File: src/rtl/jac_pkg.sv
`timescale 1ns / 1ps
// shared types and constants of the joystick axis conditioner
// no dependencies; used by every module under rtl except jac_div

package jac_pkg;

	localparam int SAMPLE_W   = 12;
	localparam int DEAD_W     = 7;
	localparam int POS_W      = 8;
	localparam int SENS_W     = 6;
	localparam int CFG_ADDR_W = 5;
	localparam int CFG_DATA_W = 32;
	localparam int CFG_IDX_W  = 3;

	// filter coefficients, unsigned q0.16
	localparam logic [15:0] ALPHA_Q16     = 16'd13107;
	localparam logic [15:0] ONE_MINUS_Q16 = 16'd52429;

	// mapping onto -OUT_SPAN..+OUT_SPAN
	localparam int OUT_SPAN   = 100;
	localparam int MAP_NUM_W  = 20;
	localparam logic [8:0] MAP_SCALE = 9'(2 * OUT_SPAN);

	// pot mapping onto 1..50
	localparam int POT_NUM_W = 18;
	localparam logic [5:0] POT_SCALE = 6'd49;
	localparam logic [SENS_W-1:0] SENS_MIN = 6'd1;

	// register reset values
	localparam logic [SAMPLE_W-1:0] RST_LOW    = 12'd0;
	localparam logic [SAMPLE_W-1:0] RST_HIGH   = 12'd4095;
	localparam logic [SAMPLE_W-1:0] RST_REST   = 12'd2048;
	localparam logic [DEAD_W-1:0]   RST_X_DEAD = 7'd20;
	localparam logic [DEAD_W-1:0]   RST_Y_DEAD = 7'd25;

	typedef enum logic [CFG_IDX_W-1:0] {
		REG_X_LOW  = 3'd0,
		REG_X_HIGH = 3'd1,
		REG_Y_LOW  = 3'd2,
		REG_Y_HIGH = 3'd3,
		REG_X_REST = 3'd4,
		REG_Y_REST = 3'd5,
		REG_X_DEAD = 3'd6,
		REG_Y_DEAD = 3'd7
	} cfg_idx_e;

	typedef enum logic {
		ST_IDLE,
		ST_RUN
	} top_state_e;

	typedef enum logic [2:0] {
		LS_IDLE,
		LS_MUL,
		LS_ADD,
		LS_PRE,
		LS_DIV,
		LS_POST,
		LS_DONE
	} lane_state_e;

	typedef struct packed {
		logic [SAMPLE_W-1:0] raw_x;
		logic [SAMPLE_W-1:0] raw_y;
		logic                button_level;
		logic [SAMPLE_W-1:0] pot_level;
	} in_item_t;

	typedef struct packed {
		logic signed [POS_W-1:0] x_position;
		logic signed [POS_W-1:0] y_position;
		logic                    button_state;
		logic [SENS_W-1:0]       sensitivity_level;
	} out_item_t;

	typedef struct packed {
		logic [SAMPLE_W-1:0] lo;
		logic [SAMPLE_W-1:0] hi;
		logic [DEAD_W-1:0]   dead;
	} axis_cfg_t;

	typedef struct packed {
		logic                start;
		logic                load;
		logic [SAMPLE_W-1:0] rest;
	} lane_ctl_t;

endpackage

File: src/rtl/jac_div.sv
`timescale 1ns / 1ps
// restoring serial divider, one quotient bit per cycle
// uses no package items

module jac_div #(
	parameter int NUM_W = 20,
	parameter int DEN_W = 12
) (
	input  logic             clk,
	input  logic             arst_n,
	input  logic             start,
	input  logic [NUM_W-1:0] numer,
	input  logic [DEN_W-1:0] denom,
	output logic             busy,
	output logic [NUM_W-1:0] quot
);

	localparam int CNT_W = $clog2(NUM_W + 1);

	logic [DEN_W-1:0] rem_q;
	logic [DEN_W-1:0] den_q;
	logic [NUM_W-1:0] work_q;
	logic [CNT_W-1:0] cnt_q;
	logic             busy_q;
	logic [DEN_W:0]   trial;
	logic             take;

	assign trial = {rem_q, work_q[NUM_W-1]};
	assign take  = trial >= {1'b0, den_q};

	always_ff @(posedge clk or negedge arst_n) begin
		if (!arst_n) begin
			busy_q <= 1'b0;
			cnt_q  <= '0;
		end else if (start) begin
			busy_q <= 1'b1;
			cnt_q  <= CNT_W'(NUM_W);
		end else if (busy_q) begin
			cnt_q  <= cnt_q - CNT_W'(1);
			busy_q <= cnt_q != CNT_W'(1);
		end
	end

	always_ff @(posedge clk) begin
		if (start) begin
			rem_q  <= '0;
			den_q  <= denom;
			work_q <= numer;
		end else if (busy_q) begin
			rem_q  <= take ? DEN_W'(trial - {1'b0, den_q}) : trial[DEN_W-1:0];
			work_q <= {work_q[NUM_W-2:0], take};
		end
	end

	assign busy = busy_q;
	assign quot = work_q;

endmodule

File: src/rtl/jac_lane.sv
`timescale 1ns / 1ps
// one axis lane: exponential filter state, range map, clamp and dead band
// depends on jac_pkg and jac_div

module jac_lane #(
	parameter int FRACTION_BITS = 16
) (
	input  logic                                clk,
	input  logic                                arst_n,
	input  jac_pkg::lane_ctl_t                  ctl,
	input  jac_pkg::axis_cfg_t                  cfg,
	input  logic [jac_pkg::SAMPLE_W-1:0]        raw,
	output logic                                done,
	output logic signed [jac_pkg::POS_W-1:0]    result
);

	localparam int SB = jac_pkg::SAMPLE_W;
	localparam int SW = SB + FRACTION_BITS;
	localparam int AW = SB + 16;
	localparam int BW = SW + 16;
	localparam int NW = jac_pkg::MAP_NUM_W;
	localparam int PW = jac_pkg::POS_W;

	jac_pkg::lane_state_e state_q, state_d;

	logic [SW-1:0]  smooth_q;
	logic [SB-1:0]  raw_q;
	logic [AW-1:0]  prod_a_q;
	logic [BW-1:0]  prod_b_q;
	logic           neg_q;
	logic           zero_span;
	logic signed [PW-1:0] result_q;

	logic [BW:0]    sum;
	logic [SB-1:0]  v;
	logic [SB:0]    diff;
	logic [SB:0]    span;
	logic [SB-1:0]  abs_diff;
	logic [SB-1:0]  abs_span;
	logic [NW-1:0]  num_mag;
	logic           div_start;
	logic           div_busy;
	logic [NW-1:0]  quot;
	logic [PW-1:0]  q8;
	logic [PW-1:0]  mag;
	logic signed [PW-1:0] mapped;

	// filter: s' = (alpha*raw_q + (1-alpha)*s) >> 16
	assign sum = ((BW+1)'(prod_a_q) << FRACTION_BITS) + (BW+1)'(prod_b_q);

	assign v        = smooth_q[FRACTION_BITS +: SB];
	assign diff     = {1'b0, v} - {1'b0, cfg.lo};
	assign span     = {1'b0, cfg.hi} - {1'b0, cfg.lo};
	assign abs_diff = diff[SB] ? SB'(-diff) : diff[SB-1:0];
	assign abs_span = span[SB] ? SB'(-span) : span[SB-1:0];
	assign num_mag  = NW'(NW'(abs_diff) * NW'(jac_pkg::MAP_SCALE));
	assign zero_span = span == '0;
	assign div_start = (state_q == jac_pkg::LS_PRE) && !zero_span;

	jac_div #(
		.NUM_W(NW),
		.DEN_W(SB)
	) u_div (
		.clk   (clk),
		.arst_n(arst_n),
		.start (div_start),
		.numer (num_mag),
		.denom (abs_span),
		.busy  (div_busy),
		.quot  (quot)
	);

	// negative quotient clamps to the low end and large ones to the high end, unless the dead band covers them
	always_comb begin
		q8     = quot[PW-1:0];
		mag    = PW'(jac_pkg::OUT_SPAN);
		mapped = -PW'(jac_pkg::OUT_SPAN);
		if (!neg_q) begin
			if (quot >= NW'(2 * jac_pkg::OUT_SPAN)) begin
				mapped = PW'(jac_pkg::OUT_SPAN);
			end else begin
				mapped = $signed(q8 - PW'(jac_pkg::OUT_SPAN));
				mag = (q8 >= PW'(jac_pkg::OUT_SPAN)) ? q8 - PW'(jac_pkg::OUT_SPAN)
					: PW'(jac_pkg::OUT_SPAN) - q8;
			end
		end
		if (mag < PW'(cfg.dead)) begin
			mapped = '0;
		end
	end

	always_ff @(posedge clk or negedge arst_n) begin
		if (!arst_n) begin
			state_q <= jac_pkg::LS_IDLE;
		end else begin
			state_q <= state_d;
		end
	end

	always_comb begin
		state_d = state_q;
		case (state_q)
			jac_pkg::LS_IDLE, jac_pkg::LS_DONE: begin
				if (ctl.start) state_d = jac_pkg::LS_MUL;
			end
			jac_pkg::LS_MUL:  state_d = jac_pkg::LS_ADD;
			jac_pkg::LS_ADD:  state_d = jac_pkg::LS_PRE;
			jac_pkg::LS_PRE:  state_d = zero_span ? jac_pkg::LS_DONE : jac_pkg::LS_DIV;
			jac_pkg::LS_DIV: begin
				if (!div_busy) state_d = jac_pkg::LS_POST;
			end
			jac_pkg::LS_POST: state_d = jac_pkg::LS_DONE;
			default:          state_d = jac_pkg::LS_IDLE;
		endcase
	end

	// filter state is architectural, so it resets to the centre
	always_ff @(posedge clk or negedge arst_n) begin
		if (!arst_n) begin
			smooth_q <= SW'(jac_pkg::RST_REST) << FRACTION_BITS;
		end else if (ctl.load) begin
			smooth_q <= SW'(ctl.rest) << FRACTION_BITS;
		end else if (state_q == jac_pkg::LS_ADD) begin
			smooth_q <= sum[16 +: SW];
		end
	end

	always_ff @(posedge clk) begin
		if (ctl.start) begin
			raw_q <= raw;
		end
		if (state_q == jac_pkg::LS_MUL) begin
			prod_a_q <= AW'(AW'(jac_pkg::ALPHA_Q16) * AW'(raw_q));
			prod_b_q <= BW'(BW'(jac_pkg::ONE_MINUS_Q16) * BW'(smooth_q));
		end
		if (state_q == jac_pkg::LS_PRE) begin
			neg_q <= diff[SB] ^ span[SB];
			if (zero_span) result_q <= '0;
		end
		if (state_q == jac_pkg::LS_POST) begin
			result_q <= mapped;
		end
	end

	assign done   = state_q == jac_pkg::LS_DONE;
	assign result = result_q;

endmodule

File: config.mk
export PLATFORM = sky130hd
export DESIGN_NAME = jac_lane
export DESIGN_NICKNAME = d
export VERILOG_FILES = /design/src/rtl/jac_pkg.sv /design/src/rtl/jac_div.sv /design/src/rtl/jac_lane.sv
export SDC_FILE = /design/constraint.sdc
export NUM_CORES = 1
export LEC_CHECK = 0
export BUFFER_PORTS_ARGS = -buffer_cell sky130_fd_sc_hd__buf_2
export CORE_MARGIN = 2
export CORE_UTILIZATION = 46
export DETAILED_ROUTE_END_ITERATION = 10
export HOLD_SLACK_MARGIN = 0.02
export PLACE_DENSITY_LB_ADDON = 0.05
export SETUP_SLACK_MARGIN = 0.3
export SYNTH_ARGS = -nofsm -noshare
export SYNTH_HDL_FRONTEND = slang
export SYNTH_SLANG_ARGS = --single-unit
File: constraint.sdc
create_clock -name clk -period 5.85 [get_ports clk]
set_input_delay 0.8775 -clock clk [delete_from_list [all_inputs] [get_ports clk]]
set_output_delay 0.8775 -clock clk [all_outputs]
set_load 0.01 [all_outputs]
# Yosys cells after proc, flatten, opt, wreduce, memory -nomap -nowiden
# Cells that the tools add are included.
dict set report totals {
  elab_cells 74
  reg_bits 172
}
dict set report op_classes {
  bitwise_logic 1
  n_lt_le_gt_ge 4
  n_eq_ne 9
  addsub 9
  mul 3
  mux 24
  n_reduce_logical 11
}
# cell n
set op_table {}
lappend op_table {{$mux W8} 9}
lappend op_table {{$mux W28} 2}
lappend op_table {{$add A42 B44 Y44} 1}
lappend op_table {{$mul A16 B28 Y44 const A} 1}
lappend op_table {{$mux W20} 2}
lappend op_table {{$mux W12} 3}
lappend op_table {{$mul A14 B12 Y26 const A} 1}
lappend op_table {{$sub A12 B12 Y13} 2}
lappend op_table {{$neg A12 Y12} 2}
lappend op_table {{$ge A20 B8 Y1 const B} 1}
lappend op_table {{$pmux W3 S6} 1}
lappend op_table {{$mul A12 B5 Y17 const B} 1}
lappend op_table {{$ge A13 B12 Y1} 1}
lappend op_table {{$logic_not A13 Y1} 1}
lappend op_table {{$sub A12 B12 Y12} 1}
lappend op_table {{$mux W5} 2}
lappend op_table {{$eq A3 B3 Y1 const B} 3}
lappend op_table {{$ge A8 B7 Y1 const B} 1}
lappend op_table {{$lt A8 B7 Y1} 1}
lappend op_table {{$reduce_bool A2 Y1} 4}
lappend op_table {{$sub A7 B8 Y8 const A} 1}
lappend op_table {{$sub A8 B7 Y8 const B} 1}
lappend op_table {{$eq A3 B2 Y1 const B} 2}
lappend op_table {{$mux W3} 2}
lappend op_table {{12 further kinds} 15}

# Depth between registers and ports, before layout
# Gate-level depths: netlist of the first run.
dict set report depth {
  ltp_word 7
  ltp_mapped 27
  depth_no_buf 26
}

# Modules after synthesis
# From an unflattened synthesis of the first run, not the netlist that was laid out.
dict set report unflattened {
  cells_unflattened 2118
  hier_area_um2 20557.2
}
# module instances cells_per_inst seq_area_each_um2 area_each_um2
set modules_own_cells {}
lappend modules_own_cells {jac_lane 1 1867 3029.2 17795.8}
lappend modules_own_cells {jac_div 1 251 1351.3 2761.4}

# Worst setup path before layout of the first run
# No wires, ideal clock.
dict set report synth_path {
  path_kind {in2reg}
  from {input cfg[19] in the netlist's numbering}
  to {register u_div.work_q[19], in the netlist u_div.quot[19], data pin}
  path_buffers 1
  setup_time_ps 261
  setup_slack_ps -94
  t_required_ps 5589
  path_stages 25
  t_arrival_ps 5683
  path_cell_list {ha_1 > inv_1 > fa_1 > a21oi_1 > nor2b_1 > o31a_1 > o22ai_1 > o211a_1 > or2_2 > clkbuf_1 > nand2_1 > xnor2_1 > ha_1 > ha_1 > fa_1 > ha_1 > a21o_1 > a21oi_1 > o21ai_0 > a21o_1 > a21oi_1 > o21ai_0 > o41ai_1 > xor2_1 > mux2i_1}
}
dict set report synth_between {
  elab_chain_cells 5
  word_cells_on_any_way 9
}
# item line_no
set synth_rtl {}
lappend synth_rtl {{start, declared} jac_lane.sv:11} ;# input jac_pkg::axis_cfg_t cfg,
lappend synth_rtl {{$sub A12 B12 Y13, on equally long branches} {jac_lane.sv:52, jac_lane.sv:53}}
lappend synth_rtl {{$neg A12 Y12 / $logic_not A13 Y1 (equally long branches)} {jac_lane.sv:54, jac_lane.sv:57}}
lappend synth_rtl {{$mux W12 / $logic_not A1 Y1 (equally long branches)} {jac_lane.sv:54, jac_lane.sv:58}}
lappend synth_rtl {{$mul A12 B5 Y17 / $logic_and A1 B1 Y1 (equally long branches)} {jac_lane.sv:56, jac_lane.sv:58}}
lappend synth_rtl {{$mux W20 *} jac_div.sv:45} ;# if (start) begin
lappend synth_rtl {{end signal, assigned} jac_div.sv:48} ;# work_q <= numer;
lappend synth_rtl {{end signal, assigned} jac_div.sv:51} ;# work_q <= {work_q[NUM_W-2:0], take};
lappend synth_rtl {{end, declared} jac_div.sv:22} ;# logic [NUM_W-1:0] work_q;
# Every way passes the cells marked *; elsewhere a longest branch is shown, timed or not.
# A chain may end at the register's enable or synchronous reset.

# Worst setup path in the final report of the first run
dict set report layout_path {
  from {register smooth_q[7]}
  to {register prod_b_q[38], data pin}
}
dict set report layout_between {
  elab_chain_cells 1
}
# item line_no
set layout_rtl {}
lappend layout_rtl {{start, declared} jac_lane.sv:26} ;# logic [SW-1:0] smooth_q;
lappend layout_rtl {{start signal, assigned} jac_lane.sv:120} ;# smooth_q <= SW'(jac_pkg::RST_REST) << FRACTION_BITS;
lappend layout_rtl {{start signal, assigned} jac_lane.sv:122} ;# smooth_q <= SW'(ctl.rest) << FRACTION_BITS;
lappend layout_rtl {{start signal, assigned} jac_lane.sv:124} ;# smooth_q <= sum[16 +: SW];
lappend layout_rtl {{$mul A16 B28 Y44} jac_lane.sv:134} ;# prod_b_q <= BW'(BW'(jac_pkg::ONE_MINUS_Q16) * BW'(smooth_q));
lappend layout_rtl {{end signal, assigned} jac_lane.sv:134}
lappend layout_rtl {{end, declared} jac_lane.sv:29} ;# logic [BW-1:0] prod_b_q;
# Every way passes these cells.

==> results.json, run 1 <==
{
  "status": "finished clean",
  "gp_congestion": 0.894,
  "drv_slew": 0,
  "hold_class": "in -> async",
  "synth_cells": 2179,
  "rows": 78,
  "wl_per_cell_um": 17.8,
  "cp_cell_sequence": "buf_6, ha_4, xnor2_2, buf_4, xnor2_2, fa_1, fa_2, fa_1, inv_2, fa_1, inv_2, ha_4, buf_4, a21oi_2, a21oi_2, nor3_2, o221a_4, a21oi_4, o21ai_1, and3_4, o21ai_1, xor2_1",
  "slew-limit-headroom_pct": 33.2,
  "port-buffer-count": 67,
  "cp.required_ps": 6090,
  "drive_above_1_share_pct": 21.0,
  "nets": 3058,
  "cp_common_cell": "fa_1",
  "htree_levels": 4,
  "skew_ps": 8.90,
  "seq_area_frac_synth_pct": 20.8,
  "avgSynthCellArea_um2": 9.58,
  "critical_path_buf_inv_count": 5,
  "drtIter0Drc": 814,
  "wl_met1_um": 24200,
  "track_usage_pct": 24.2,
  "wirelength_um": 54300,
  "max_clock_freq_ghz": 0.177,
  "grt_pass1_wl_um": 87100,
  "clockRootBuffer": "clkbuf_16",
  "yosysTopAreaCell": "ha_1",
  "yosysWarnings": 0,
  "cts_made_buffers": 17,
  "grt_remaining_overflow": 0,
  "syn_area_mm2": 0.0209,
  "grt_max_degree": 55,
  "syn2layout_area_growth_pct": 20.5,
  "yosys_register_bits": 156,
  "dpl_worst_slack_ps": -306,
  "critPathTopFamily": "adder cells",
  "synthMostInstantiatedCell": "inv_1",
  "timing_hold_violations_final": 0,
  "dr.pass1.iters": 5,
  "rsz0062_at_grt": "yes",
  "antenna_cells": 0,
  "cts_hold_repair.buffers": 0,
  "postRouteAntennaNets": 0,
  "clk_pin_slew_worst_paths_ps": 70,
  "top_layer": "met5",
  "fin_setup_tns_ps": 0,
  "start_util_pct": 46.3,
  "fin_crit_sh_pct": 96.8,
  "antenna_found_initial": 4,
  "synth_nets": 2805,
  "die_w_um": 217,
  "io_pins": 68,
  "via_count": 15700,
  "fin_ws_ps": 190,
  "die_h_um": 217,
  "utilization_pct": 55.8,
  "grt_pass1_vias": 16600,
  "synth_edf_count": 104,
  "nFillCells": 4016,
  "critPathMaxFanout": 5,
  "cp-start-kind": "flop",
  "met2WireLength_um": 26800,
  "cts.sinks": 156,
  "end_kind": "flop",
  "clkLatencyLatePin_ps": 500,
  "cts_tree": "yes",
  "min_period_ps": 5660,
  "holdWs_ps": 444,
  "synth_top_area_share_pct": 22.2,
  "drc_errors": 0,
  "hpwl_um": 45300,
  "crit_arrival_ps": 5900,
  "slowest_stage": "fa_1",
  "yosys-top-cells-area": "ha_1 (22%), fa_1 (19%), edfxtp_1 (15%), inv_1 (7.8%), xnor2_1 (4.4%)",
  "wl_met3_um": 1890,
  "tightest_slew_ps": 989,
  "cts_max_path_buffers": 2,
  "max_stage_delay_ps": 630,
  "synth_common_cells": "inv_1 (433), ha_1 (371), fa_1 (196)",
  "drt-vias-per-instance": 5.15,
  "synthFlopType": "edfxtp_1",
  "coreArea_mm2": 0.0451,
  "maxCapViolCount": 0,
  "synth.distinct_cells": 75,
  "critical_path_class": "reg -> reg",
  "async_flop_share_pct": 23.7,
  "setup_viol": 0,
  "dieArea_mm2": 0.0471
}
-- final timing paths --
path / startpoint / endpoint / slack [ps] / depth (start not counted)
hold reg to reg: u_div.rem_q[1] / u_div.rem_q[1] / 500 / 2
setup / recovery: smooth_q[7] / prod_b_q[38] / 190 / 22
setup reg to reg: smooth_q[7] / prod_b_q[38] / 190 / 22
max in group asynchronous: arst_n / u_div.busy / 4940 / 2
min in group clk: u_div.rem_q[1] / u_div.rem_q[1] / 500 / 2
hold / removal: arst_n / smooth_q[23] / 440 / 2
-- layout by cell type (no fill, tap or decap), types with 8 or more instances in the layout --
| master | synthesis | final |
|---|---|---|
| a211oi_1 | 16 | 12 |
| a211oi_2 | 10 | 14 |
| a21o_1 | 57 | 57 |
| a21oi_1 | 109 | 97 |
| a21oi_2 | 1 | 12 |
| a31oi_1 | 14 | 12 |
| and2_1 | 8 | 8 |
| buf_2 | 4 | 67 |
| buf_4 | 0 | 186 |
| buf_6 | 3 | 13 |
| clkbuf_16 | 0 | 17 |
| dfrtp_1 | 36 | 17 |
| dfrtp_2 | 0 | 19 |
| dfxtp_1 | 15 | 15 |
| edfxtp_1 | 104 | 104 |
| fa_1 | 196 | 182 |
| fa_2 | 0 | 14 |
| ha_1 | 371 | 309 |
| ha_2 | 0 | 11 |
| ha_4 | 0 | 51 |
| inv_1 | 433 | 414 |
| inv_2 | 0 | 19 |
| mux2i_1 | 23 | 23 |
| nand2_1 | 144 | 143 |
| nand2b_1 | 16 | 16 |
| nand3_1 | 24 | 21 |
| nand4_1 | 8 | 8 |
| nor2_1 | 118 | 112 |
| nor2b_1 | 13 | 12 |
| nor3_1 | 26 | 24 |
| o21a_1 | 19 | 19 |
| o21ai_0 | 69 | 55 |
| o21ai_1 | 4 | 11 |
| o21bai_1 | 10 | 10 |
| xnor2_1 | 106 | 95 |
| xnor2_2 | 0 | 10 |
| xor2_1 | 61 | 58 |
-- cell type report --
type / instances / area, µm² / area share (%)
well taps: 600 / 751 / 2.98
flip-flops and latches: 156 / 4370 / 17.4
multi-input cells: 1556 / 15900 / 63.2
repair buffers: 268 / 1920 / 7.63
inverters: 433 / 1630 / 6.46
clock inverters: 14 / 160 / 0.637
clock buffers: 18 / 429 / 1.71
-- stage by stage --
stage                     std cells  area (µm²)
after CTS                      3033       24700
after detailed placement       2973       23100
final                          3045       25200
after floorplan                2179       21000
after global placement         2973       23100
after global routing           3045       25200
-- metal layers --
metal  up-vias  global-route usage [%]
met1      7557                    30.3
met3        68                    4.32
li1       7811                       -
met5         -                       0
met2       239                    41.8
met4         4                    8.56
-- kinds of logic after synthesis --
family,share of synthesized area [%]
flops,20.8
compound gates,12.3
simple gates,9.17
buf+inv,8.53
mux,1.16
xor+xnor,7.01
fa+ha+maj,41.0
-- registers in the layout, summed over array words and instances (netlist names) --
signal and count:
raw_q 12, u_div.quot 20, u_div.busy 1, state_q 3, prod_a_q 26, u_div.cnt_q 5
smooth_q 28, u_div.rem_q 12, prod_b_q 28, result 8, u_div.den_q 12, neg_q 1
-- repair_timing --
action | 4_1_cts | 5_1_grt
pin swaps | 73 | 73
setup endpoints to repair | 26 | 26
setup buffers | 28 | 12
resized for setup | 131 | 84
Power of run 1 is not shown: default switching activity piles up to over one toggle a cycle in this logic, so the estimate is an artifact.
==> run 2: changes to the inputs <==
--- a/config.mk
+++ b/config.mk
@@ -10,7 +10,7 @@
 export CORE_UTILIZATION = 46
 export DETAILED_ROUTE_END_ITERATION = 10
 export HOLD_SLACK_MARGIN = 0.02
-export PLACE_DENSITY_LB_ADDON = 0.05
+export PLACE_DENSITY = 0.68
 export SETUP_SLACK_MARGIN = 0.3
 export SYNTH_ARGS = -nofsm -noshare
 export SYNTH_HDL_FRONTEND = slang
==> constraint.sdc (replaced) <==
create_clock -name clk -period 7.1 [get_ports clk]
set_input_delay 1.065 -clock clk [delete_from_list [all_inputs] [get_ports clk]]
set_output_delay 1.065 -clock clk [all_outputs]
set_load 0.01 [all_outputs]
==> run 2 against run 1 <==
Via count fell by 3.0%. Maximum frequency is 11% lower. Flip-flop and latch count unchanged. Die area stayed put. Worst setup slack improved by 540 ps. Sequential share of layout area grew 2.0 points. Utilization down 6.1 points. First-iteration DRC count grew 1.5%. Final cell count shrank 6.3%. Global-route usage decreased by 2.3 points. Wire length fell by 9.2%. Critical path type unchanged. Critical endpoint is now u_div.quot[19].
==> results.json, run 2 (synthesis gave the netlist of run 1 again) <==
{
  "clkLatencyLatePin_ps": 460,
  "start_util_pct": 46.3,
  "min_period_ps": 6370,
  "dr.pass1.iters": 7,
  "top_regs": "prod_b_q x28, smooth_q x28, prod_a_q x26",
  "end_kind": "flop",
  "critPathMaxFanout": 7,
  "die_h_um": 217,
  "wl_met3_um": 1790,
  "hpwl_um": 41300,
  "io_pins": 68,
  "track_usage_pct": 21.9,
  "grt_pass1_vias": 15900,
  "syn2layout_area_growth_pct": 7.36,
  "rsz0062_at_grt": "no",
  "drt-vias-per-instance": 5.33,
  "crit_arrival_ps": 6560,
  "slew-limit-headroom_pct": 34.1,
  "cts_max_path_buffers": 2,
  "grt_pass1_wl_um": 81300,
  "die_w_um": 217,
  "max_clock_freq_ghz": 0.157,
  "clk_pin_slew_worst_paths_ps": 70,
  "final_common_cell": "inv_1",
  "grt_remaining_overflow": 0,
  "cts-resized-gates": 0,
  "cts.sinks": 156,
  "timing_hold_violations_final": 0,
  "postRouteAntennaNets": 0,
  "gp_congestion": 0.921,
  "antenna_found_initial": 1,
  "hold_class": "reg -> reg",
  "drc_errors": 0,
  "drv_slew": 0,
  "top_layer": "met4",
  "fin_setup_tns_ps": 0,
  "wl_met1_um": 21800,
  "critical_path_class": "reg -> reg",
  "rows": 78,
  "htree_levels": 4,
  "status": "finished clean",
  "cts_hold_repair.buffers": 0,
  "setup_viol": 0,
  "drtIter0Drc": 826,
  "cts_made_buffers": 17,
  "cp_common_cell": "ha_1",
  "met2WireLength_um": 24700,
  "tightest_slew_ps": 989,
  "post_cts_buffers": 0,
  "coreArea_mm2": 0.0451,
  "max_stage_delay_ps": 520,
  "wl_per_cell_um": 17.3,
  "drive_above_1_share_pct": 6.13,
  "skew_ps": 15.6,
  "grt_max_degree": 55,
  "wirelength_um": 49400,
  "port-buffer-count": 67,
  "cts_tree": "yes",
  "cp.required_ps": 7280,
  "nets": 2864,
  "slowest_stage": "dfrtp_1",
  "maxCapViolCount": 0,
  "cp-start-kind": "flop",
  "dieArea_mm2": 0.0471,
  "via_count": 15200,
  "fin_crit_sh_pct": 89.8,
  "final_cell_mix": "inv_1 (433), ha_1 (371), fa_1 (196), nand2_1 (144), nor2_1 (118)",
  "clockRootBuffer": "clkbuf_16"
}
[run 2: cell types whose count changed in the layout (fill, tap and decap cells not counted), moves of 14 or more]
| cell | previous run | this run |
|---|---|---|
| buf_4 | 186 | 7 |
| fa_1 | 182 | 196 |
| dfrtp_2 | 19 | 1 |
| inv_2 | 19 | 0 |
| dfrtp_1 | 17 | 35 |
| ha_1 | 309 | 371 |
| inv_1 | 414 | 433 |
| fa_2 | 14 | 0 |
| ha_4 | 51 | 0 |
| o21ai_0 | 55 | 69 |
[run 2: cell type report]
cell class                      count  area, µm²
Antenna cell                        1       2.50
Inverter                          433       1630
Sequential cell                   156       4350
Tap cell                          600        751
Fill cell                        4190      22700
Multi-Input combinational cell   1556      14800
Timing Repair Buffer               74        388
Clock inverter                     14        110
Clock buffer                       18        429
[run 2: final timing paths]
check,from,to,slack (ps),cells past startpoint
min in group asynchronous,arst_n,smooth_q[5],760,1
max in group asynchronous,arst_n,u_div.busy,5680,1
worst max register to register,smooth_q[16],u_div.quot[19],730,25
worst min-delay path,u_div.rem_q[1],u_div.rem_q[1],500,2
worst min register to register,u_div.rem_q[1],u_div.rem_q[1],500,2
worst max-delay path,smooth_q[16],u_div.quot[19],730,25
[run 2: metrics by stage]
step / hold slack, ps / worst slack, ps / instance area [µm²] / std cells / utilization, %
6_report: 498 / 726 / 22400 / 2852 / 49.7
5_1_grt: 508 / 327 / 22400 / 2851 / 49.7
4_1_cts: 500 / 774 / 22400 / 2851 / 49.7
3_5_place_dp: 488 / 487 / 21900 / 2819 / 48.5
3_3_place_gp: 468 / 604 / 21900 / 2819 / 48.5
2_1_floorplan: 458 / 969 / 20900 / 2179 / -
[run 2: worst max-delay path: cells and delay by family, from the launching register on]
| family | cells | cell delay [ps] |
|---|---|---|
| AOI/OAI and AO/OA | 11 | 2260 |
| adders and majority gates | 6 | 2050 |
| DFF | 1 | 520 |
| xor gates and xnor gates | 2 | 480 |
| and+or+nand+nor | 3 | 350 |
| buffers and inverters | 2 | 330 |
| muxes | 1 | 90 |
[run 2: metal layers]
layer,global-route usage (%),vias up
met4,6.28,0
met1,27.7,7409
met5,0,-
li1,-,7422
met3,3.10,72
met2,38.9,299
Power of run 2 is left out for the same reason.
==> run 3: changes to the inputs <==
--- a/config.mk
+++ b/config.mk
@@ -6,11 +6,13 @@
 export NUM_CORES = 1
 export LEC_CHECK = 0
 export BUFFER_PORTS_ARGS = -buffer_cell sky130_fd_sc_hd__buf_2
+export CELL_PAD_IN_SITES_DETAIL_PLACEMENT = 1
+export CELL_PAD_IN_SITES_GLOBAL_PLACEMENT = 2
 export CORE_MARGIN = 2
 export CORE_UTILIZATION = 46
 export DETAILED_ROUTE_END_ITERATION = 10
 export HOLD_SLACK_MARGIN = 0.02
-export PLACE_DENSITY = 0.68
+export PLACE_DENSITY = 0.95
 export SETUP_SLACK_MARGIN = 0.3
 export SYNTH_ARGS = -nofsm -noshare
 export SYNTH_HDL_FRONTEND = slang
==> run 3 against run 2 <==
Final cell count unchanged. Register-to-register slack got worse by 140 ps. Via count increased by 3.0%. Hold slack improved by 10 ps. Wire length increased by 17%. Largest cell class unchanged.
==> results.json, run 3 (synthesis gave the netlist of run 1 again) <==
{
  "cts_max_path_buffers": 2,
  "antenna_found_initial": 2,
  "cp.required_ps": 7360,
  "grt_max_degree": 62,
  "die_h_um": 217,
  "cts_hold_repair.buffers": 0,
  "timing_hold_violations_final": 0,
  "slew-limit-headroom_pct": 13.3,
  "syn2layout_area_growth_pct": 7.74,
  "start_util_pct": 46.3,
  "critical_path_class": "reg -> reg",
  "drt-vias-per-instance": 5.49,
  "rrSetupSlack_ps": 590,
  "post_cts_buffers": 0,
  "rsz0062_at_grt": "no",
  "r2r_start": "smooth_q[9]",
  "via_count": 15700,
  "critPathLaunch": "smooth_q[9]",
  "drtIter0Drc": 699,
  "cts-resized-gates": 0,
  "max_clock_freq_ghz": 0.154,
  "gp_congestion": 0.884,
  "grt_remaining_overflow": 0,
  "fin_crit_sh_pct": 91.7,
  "drc_errors": 0,
  "end_kind": "flop",
  "final_cell_mix": "inv_1 (433), ha_1 (371), fa_1 (196), nand2_1 (144), nor2_1 (118)",
  "cts_tree": "yes",
  "hold_path_end": "u_div.rem_q[11]",
  "reg2reg_depth": 19,
  "maxCapViolCount": 0,
  "htree_levels": 4,
  "hp-start": "u_div.rem_q[11]",
  "fin_setup_tns_ps": 0,
  "grt_pass1_wl_um": 93000,
  "nFillCells": 5182,
  "setup_viol": 0,
  "multi_input_area_mm2": 0.0148,
  "final_common_cell": "inv_1",
  "critPathMaxFanout": 6,
  "postRouteAntennaNets": 0,
  "nets": 2865,
  "reg2reg_to": "prod_b_q[38]",
  "min_period_ps": 6510,
  "wl_per_cell_um": 20.2,
  "dr.pass1.iters": 5,
  "final_area_mm2": 0.0225,
  "clkLatencyLatePin_ps": 520,
  "tightest_slew_ps": 1290,
  "skew_ps": 20.9,
  "cp-start-kind": "flop",
  "wirelength_um": 57600,
  "drv_slew": 0,
  "clk_pin_slew_worst_paths_ps": 70,
  "hold_class": "reg -> reg",
  "crit_arrival_ps": 6770,
  "track_usage_pct": 25.7,
  "cts.sinks": 156,
  "cts_made_buffers": 17,
  "hold_depth": 2,
  "drive_above_1_share_pct": 6.39,
  "rows": 78,
  "die_w_um": 217,
  "clockRootBuffer": "clkbuf_16",
  "grt_pass1_vias": 17300,
  "io_pins": 68,
  "hpwl_um": 48100,
  "antenna_cells": 0,
  "top_regs": "prod_b_q x28, smooth_q x28, prod_a_q x26",
  "dieArea_mm2": 0.0471,
  "port-buffer-count": 67,
  "seq_area_mm2": 0.00435,
  "placed_area_mm2": 0.0219,
  "status": "finished clean",
  "coreArea_mm2": 0.0451
}
## run 3: cell type report
cell class,instances,area share (%)
repair buffers,75,1.76
inverters,433,7.22
multi-input cells,1556,65.7
flip-flops and latches,156,19.3
clock inverters,15,0.768
well taps,600,3.34
clock buffers,17,1.89
## run 3: worst max-delay path by stage
| stage | end | slack [ps] | cells after the start |
|---|---|---|---|
| after floorplan | u_div.quot[19] | 970 | 25 |
| after global placement | u_div.quot[19] | 570 | 25 |
| after detailed placement | u_div.quot[19] | 410 | 25 |
| after CTS | prod_b_q[43] | 570 | 19 |
| after global routing | u_div.quot[19] | 310 | 24 |
| final | prod_b_q[38] | 590 | 19 |
## run 3: layer usage
metal | GRT usage [%] | share of wire (%)
met1 | 32.9 | 44
met2 | 43.8 | 49
met3 | 4.68 | 4.4
met4 | 8.31 | 2.5
met5 | 0 | 0.050
## run 3: critical path, cell delays in order (launching register included)
cell and delay, ps:
dfrtp_1 500, ha_1 550, xor2_1 230, ha_1 300, fa_1 540, fa_1 550
fa_1 560, inv_1 60, fa_1 560, inv_1 50, ha_1 350, nand3_1 130
nor3_1 310, and4_1 240, a32oi_1 80, a21oi_1 450, o21ai_0 230, and3_1 240
o21ai_0 210, xor2_1 100
## run 3: through the flow
stage	setup slack (ps)	util (%)	cells	hold slack, ps
4_1_cts	572	49.9	2852	512
2_1_floorplan	969	-	2179	458
3_5_place_dp	409	48.5	2820	501
3_3_place_gp	572	48.5	2820	466
6_report	589	49.9	2852	509
5_1_grt	312	49.9	2852	539
Power of run 3 is left out for the same reason.
